## src/hdl/bbf_pkg.sv

```systemverilog
// ----------------------------------------------------------------------------
// bbf_pkg
// Shared constants, request codes and controller/datapath interface types for
// the bounded byte fifo.
// ----------------------------------------------------------------------------
package bbf_pkg;

  // build defaults
  localparam int DEPTH_DEF     = 1024;
  localparam int MAX_BURST_DEF = 64;

  // field widths
  localparam int OP_W   = 3;
  localparam int BYTE_W = 8;
  localparam int LEN_W  = 7;
  localparam int STAT_W = 11;
  localparam int TOT_W  = 32;

  // stream word widths
  localparam int S_TDATA_W = 16;
  localparam int M_TDATA_W = 104;

  localparam logic [STAT_W-1:0] CAP_RESET = 11'd1024;

  // request codes
  localparam logic [OP_W-1:0] OP_WRITE = 3'd0;
  localparam logic [OP_W-1:0] OP_PEEK  = 3'd1;
  localparam logic [OP_W-1:0] OP_POP   = 3'd2;
  localparam logic [OP_W-1:0] OP_READ  = 3'd3;
  localparam logic [OP_W-1:0] OP_END   = 3'd4;

  typedef struct packed {
    logic capture;
    logic execute;
    logic send_status;
    logic burst;
  } cmd_t;

  typedef struct packed {
    logic emit;
    logic out_free;
    logic burst_end;
  } sts_t;

endpackage

```

## src/hdl/bbf_ctrl.sv

```systemverilog
// ----------------------------------------------------------------------------
// bbf_ctrl
// Request sequencer: accept a request, apply it, then send a status word or
// run the byte burst of a peek or read.
// ----------------------------------------------------------------------------
module bbf_ctrl (
  input  logic          clk,
  input  logic          rst,
  input  logic          in_valid,
  output logic          in_ready,
  input  bbf_pkg::sts_t sts,
  output bbf_pkg::cmd_t cmd
);

  localparam logic [1:0] ST_IDLE  = 2'd0;
  localparam logic [1:0] ST_EXEC  = 2'd1;
  localparam logic [1:0] ST_RESP  = 2'd2;
  localparam logic [1:0] ST_BURST = 2'd3;

  logic [1:0] state;
  logic [1:0] state_next;

  always_ff @(posedge clk) begin
    if (rst) begin
      state <= ST_IDLE;
    end else begin
      state <= state_next;
    end
  end

  always_comb begin
    state_next = state;
    cmd        = '0;
    in_ready   = 1'b0;
    unique case (state)
      ST_IDLE: begin
        in_ready = 1'b1;
        if (in_valid) begin
          cmd.capture = 1'b1;
          state_next  = ST_EXEC;
        end
      end
      ST_EXEC: begin
        cmd.execute = 1'b1;
        state_next  = sts.emit ? ST_BURST : ST_RESP;
      end
      ST_RESP: begin
        cmd.send_status = 1'b1;
        if (sts.out_free) begin
          state_next = ST_IDLE;
        end
      end
      ST_BURST: begin
        cmd.burst = 1'b1;
        if (sts.burst_end) begin
          state_next = ST_IDLE;
        end
      end
      default: begin
        state_next = ST_IDLE;
      end
    endcase
  end

endmodule

```

## config.mk

```make
export PLATFORM = sky130hd
export DESIGN_NAME = bbf_ctrl
export DESIGN_NICKNAME = d
export VERILOG_FILES = /design/src/hdl/bbf_pkg.sv /design/src/hdl/bbf_ctrl.sv
export SDC_FILE = /design/constraint.sdc
export NUM_CORES = 1
export LEC_CHECK = 0
export BUFFER_PORTS_ARGS = -buffer_cell sky130_fd_sc_hd__buf_2
export CAP_MARGIN = 20
export CORE_AREA = 2 2 39 41
export DETAILED_ROUTE_END_ITERATION = 7
export DIE_AREA = 0 0 41 43
export PLACE_DENSITY_LB_ADDON = 0.1
export SYNTH_ARGS = -nofsm -noshare
export SYNTH_HDL_FRONTEND = slang
export SYNTH_SLANG_ARGS = --single-unit
```

## constraint.sdc

```tcl
create_clock -name clk -period 1.04 [get_ports clk]
set_input_delay 0.052 -clock clk [delete_from_list [all_inputs] [get_ports clk]]
set_output_delay 0.052 -clock clk [all_outputs]
set_load 0.1 [all_outputs]
```

==> flow_summary_export.csv <==
group,metric,value,unit
outcome,outcome,"finished, violations left",
outcome,violations,"negative setup slack",
worst_setup_path,crit_buf_inv,2,
synth,syn_nets,22,
job,maxCapViolations,0,
grt,grt_pass1_vias,221,
detailed_routing,detail_route.wirelength,489,um
synth,ys_types,12,
clock_network,clockBufferDepth,2,
synth,synth_top_area_share,29.6,%
cells_and_area,syn_to_final_growth,200,%
floorplanning,die_x,41,um
sta,maxSlewHeadroom,85.1,%
worst_setup_path,r2r_cells,3,
floorplanning,die_area,1760,um2
detailed_routing,ant_nets,0,
grt,grt_pass1_wl,834,um
worst_setup_path,r2r_end,"state[0]",
grt,antenna_found_initial,0,
grt,grt.overflow.total,0,
floorplanning,dieHeight,43,um
detailed_routing,avgViaCountPerCell,3.80,
power_and_ir_drop,p_per_area,1570,nW/um2
cells_and_area,final_cell_area,405,um2
worst_setup_path,r2r_start,"state[1]",
worst_setup_path,crit_slowest_cell,"dfxtp_2",
sta,hold_violations,0,
floorplanning,ios,11,
place,placed_area,330,um2
floorplanning,design.core.area,1380,um2
clock_network,insertion_delay,0.23,ns
clock_network,ctsHoldBuffers,0,
cells_and_area,largestRegisters,"state (2)",
grt,gr-usage-all-layers,7.01,%
synth,netlist_area,135,um2
detailed_routing,wl_met1,178,um
worst_setup_path,cp.arrival,1.09,ns
sta,final.min_clock_period,1.14,ns
synth,ys_seq_elements,2,
cells_and_area,antenna_cells,0,
worst_hold_path,hp-class,"in -> reg",
floorplanning,start_util,9.76,%
place,dp_slack,0.0254,ns
worst_setup_path,slowest_delay,0.33,ns
detailed_routing,drc,0,
cells_and_area,top_register,"state",
sta,setup_tns,-0.307,ns
synth,yosysSeqAreaShare,29.6,%
sta,post-route-period-util,110,%
clock_network,cts_tree,"yes",
detailed_routing,first_iter_violations,1,
sta,finClkSkew,0.00477,ns
synth,synthCells,16,
detailed_routing,route.met2.wl,263,um
sta,slew_violations,0,
worst_setup_path,cp_max_fo,5,
sta,setup_viol,6,
synth,post-synth-top-area-cell,"dfxtp_1",
detailed_routing,firstDrtPassIters,2,
sta,tightest_slew,0.221,ns
detailed_routing,wl_met3,48,um
worst_setup_path,worstPathRequired,0.99,ns
cells_and_area,nNetsFinal,43,
power_and_ir_drop,vdd_drop_max,0.000422,V
detailed_routing,top_layer,"met3",
clock_network,cts-root-buf,"clkbuf_4",
cells_and_area,fillers,153,
clock_network,h-tree-depth,1,
worst_setup_path,worst_path_dominant_cell_family,"flip-flops",
sta,max_freq,0.877,GHz
worst_setup_path,startpoint,"state[0]",
place,gp_congestion,0.646,
cells_and_area,final_cell_mix,"5 x buf_2, 5 x buf_12, 4 x buf_6",
power_and_ir_drop,p_leak,0.183,nW
synth,yosys_warnings,0,
clock_network,cts.sinks,2,
place,portBuffers,10,
floorplanning,row_count,14,
cells_and_area,final_util,29.3,%
sta,rsz0062_at_grt,"yes",
grt,grt_max_degree,6,
worst_setup_path,rrSetupSlack,-0.07,ns
worst_setup_path,crit_chain,"buf_6 > nor2_4 > and2_4 > buf_12",
synth,synth_area_leaders,"dfxtp_1 30%, and2_1 9.3%, nor2_1 8.3%",
detailed_routing,vias,194,
clock_network,numCtsBuffers,3,
worst_setup_path,critPathCapture,"cmd[3]",
clock_network,path_clk_slew,0.03,ns
worst_setup_path,path_class,"reg -> out",
place,hpwlAfterDp,358,um
cells_and_area,drive_gt1_share,85.7,%
worst_setup_path,worstSetupStartpointType,"flip-flop",
detailed_routing,wire_per_inst,9.59,um
sta,final.setup.worst_slack,-0.100,ns
worst_setup_path,cp-end-kind,"output port",
worst_setup_path,cp.depth,4,
cells_and_area,largest_register_ffs,2,
synth,avgSynthCellArea,8.45,um2
-- cells in the mapped netlist --
cell type and number:
inv_1 1, nor2b_1 1, dfxtp_1 2, or4b_1 1
buf_4 1, or3b_1 1, a21bo_1 1, and2_1 2
a21oi_2 1, nor2_1 3, and2_2 1, o41ai_1 1
-- power by group --
part           internal (W)  switching, W  total (W)
Sequential        0.0000861     0.0000116  0.0000977
Combinational      0.000159      0.000206   0.000365
Clock              0.000128     0.0000478   0.000175
-- worst register-to-register path, delay by kind of cell (launching register included) --
kind,cells,cell delay (ns)
AND/OR/NAND/NOR,1,0.48
flip-flops,1,0.35
buffers and inverters,1,0.12
AO/OA/AOI/OAI,1,0.06
-- cell families (layout without fill, tap and decap cells) --
family / count (synthesis) / count (layout) / synth area share, %
AOI/OAI and AO/OA: 3 / 3 / 20.4
buffers and inverters: 2 / 21 / 8.33
DFF: 2 / 2 / 29.6
and+or+nand+nor: 9 / 9 / 41.7
-- per-layer routing --
metal  GRT usage [%]  vias up
li1                -       95
met1            8.28       92
met2            9.06        7
met3            1.57        0
met4            8.00        0
met5               0        -
-- area by class of cell --
class | instances | area (um2) | area share, %
sequential | 2 | 45.0 | 11.1
inverter | 1 | 3.75 | 0.926
timing repair buffer | 17 | 193 | 47.5
clock buffer | 3 | 22.5 | 5.56
tap | 16 | 20.0 | 4.94
multi-input combinational | 12 | 121 | 29.9
-- how the worst min path moves through the flow --
stage               startpoint  endpoint  slack (ns)  depth (start not counted)
floorplan                  rst  state[1]        0.11                          1
global placement           rst  state[1]        0.24                          2
detailed placement         rst  state[1]        0.25                          2
CTS                        rst  state[1]       0.009                          2
global route               rst  state[1]        0.02                          2
finish                     rst  state[1]        0.02                          2
-- metrics by stage --
stage          instances  hold WS, ns  power, W
5_1_grt               51       0.0174  0.000668
2_1_floorplan         16        0.107  0.000298
3_3_place_gp          46        0.244  0.000431
4_1_cts               51      0.00922  0.000659
3_5_place_dp          46        0.246  0.000430
6_report              51       0.0220  0.000638
-- what timing repair did --
| action | CTS | global route |
|---|---|---|
| setup buffers | 2 | 0 |
| endpoints found under the setup margin | 5 | 7 |
| gates resized for setup | 10 | 0 |
| pin swaps | 4 | 0 |
Power figures use the tool's default switching activity.
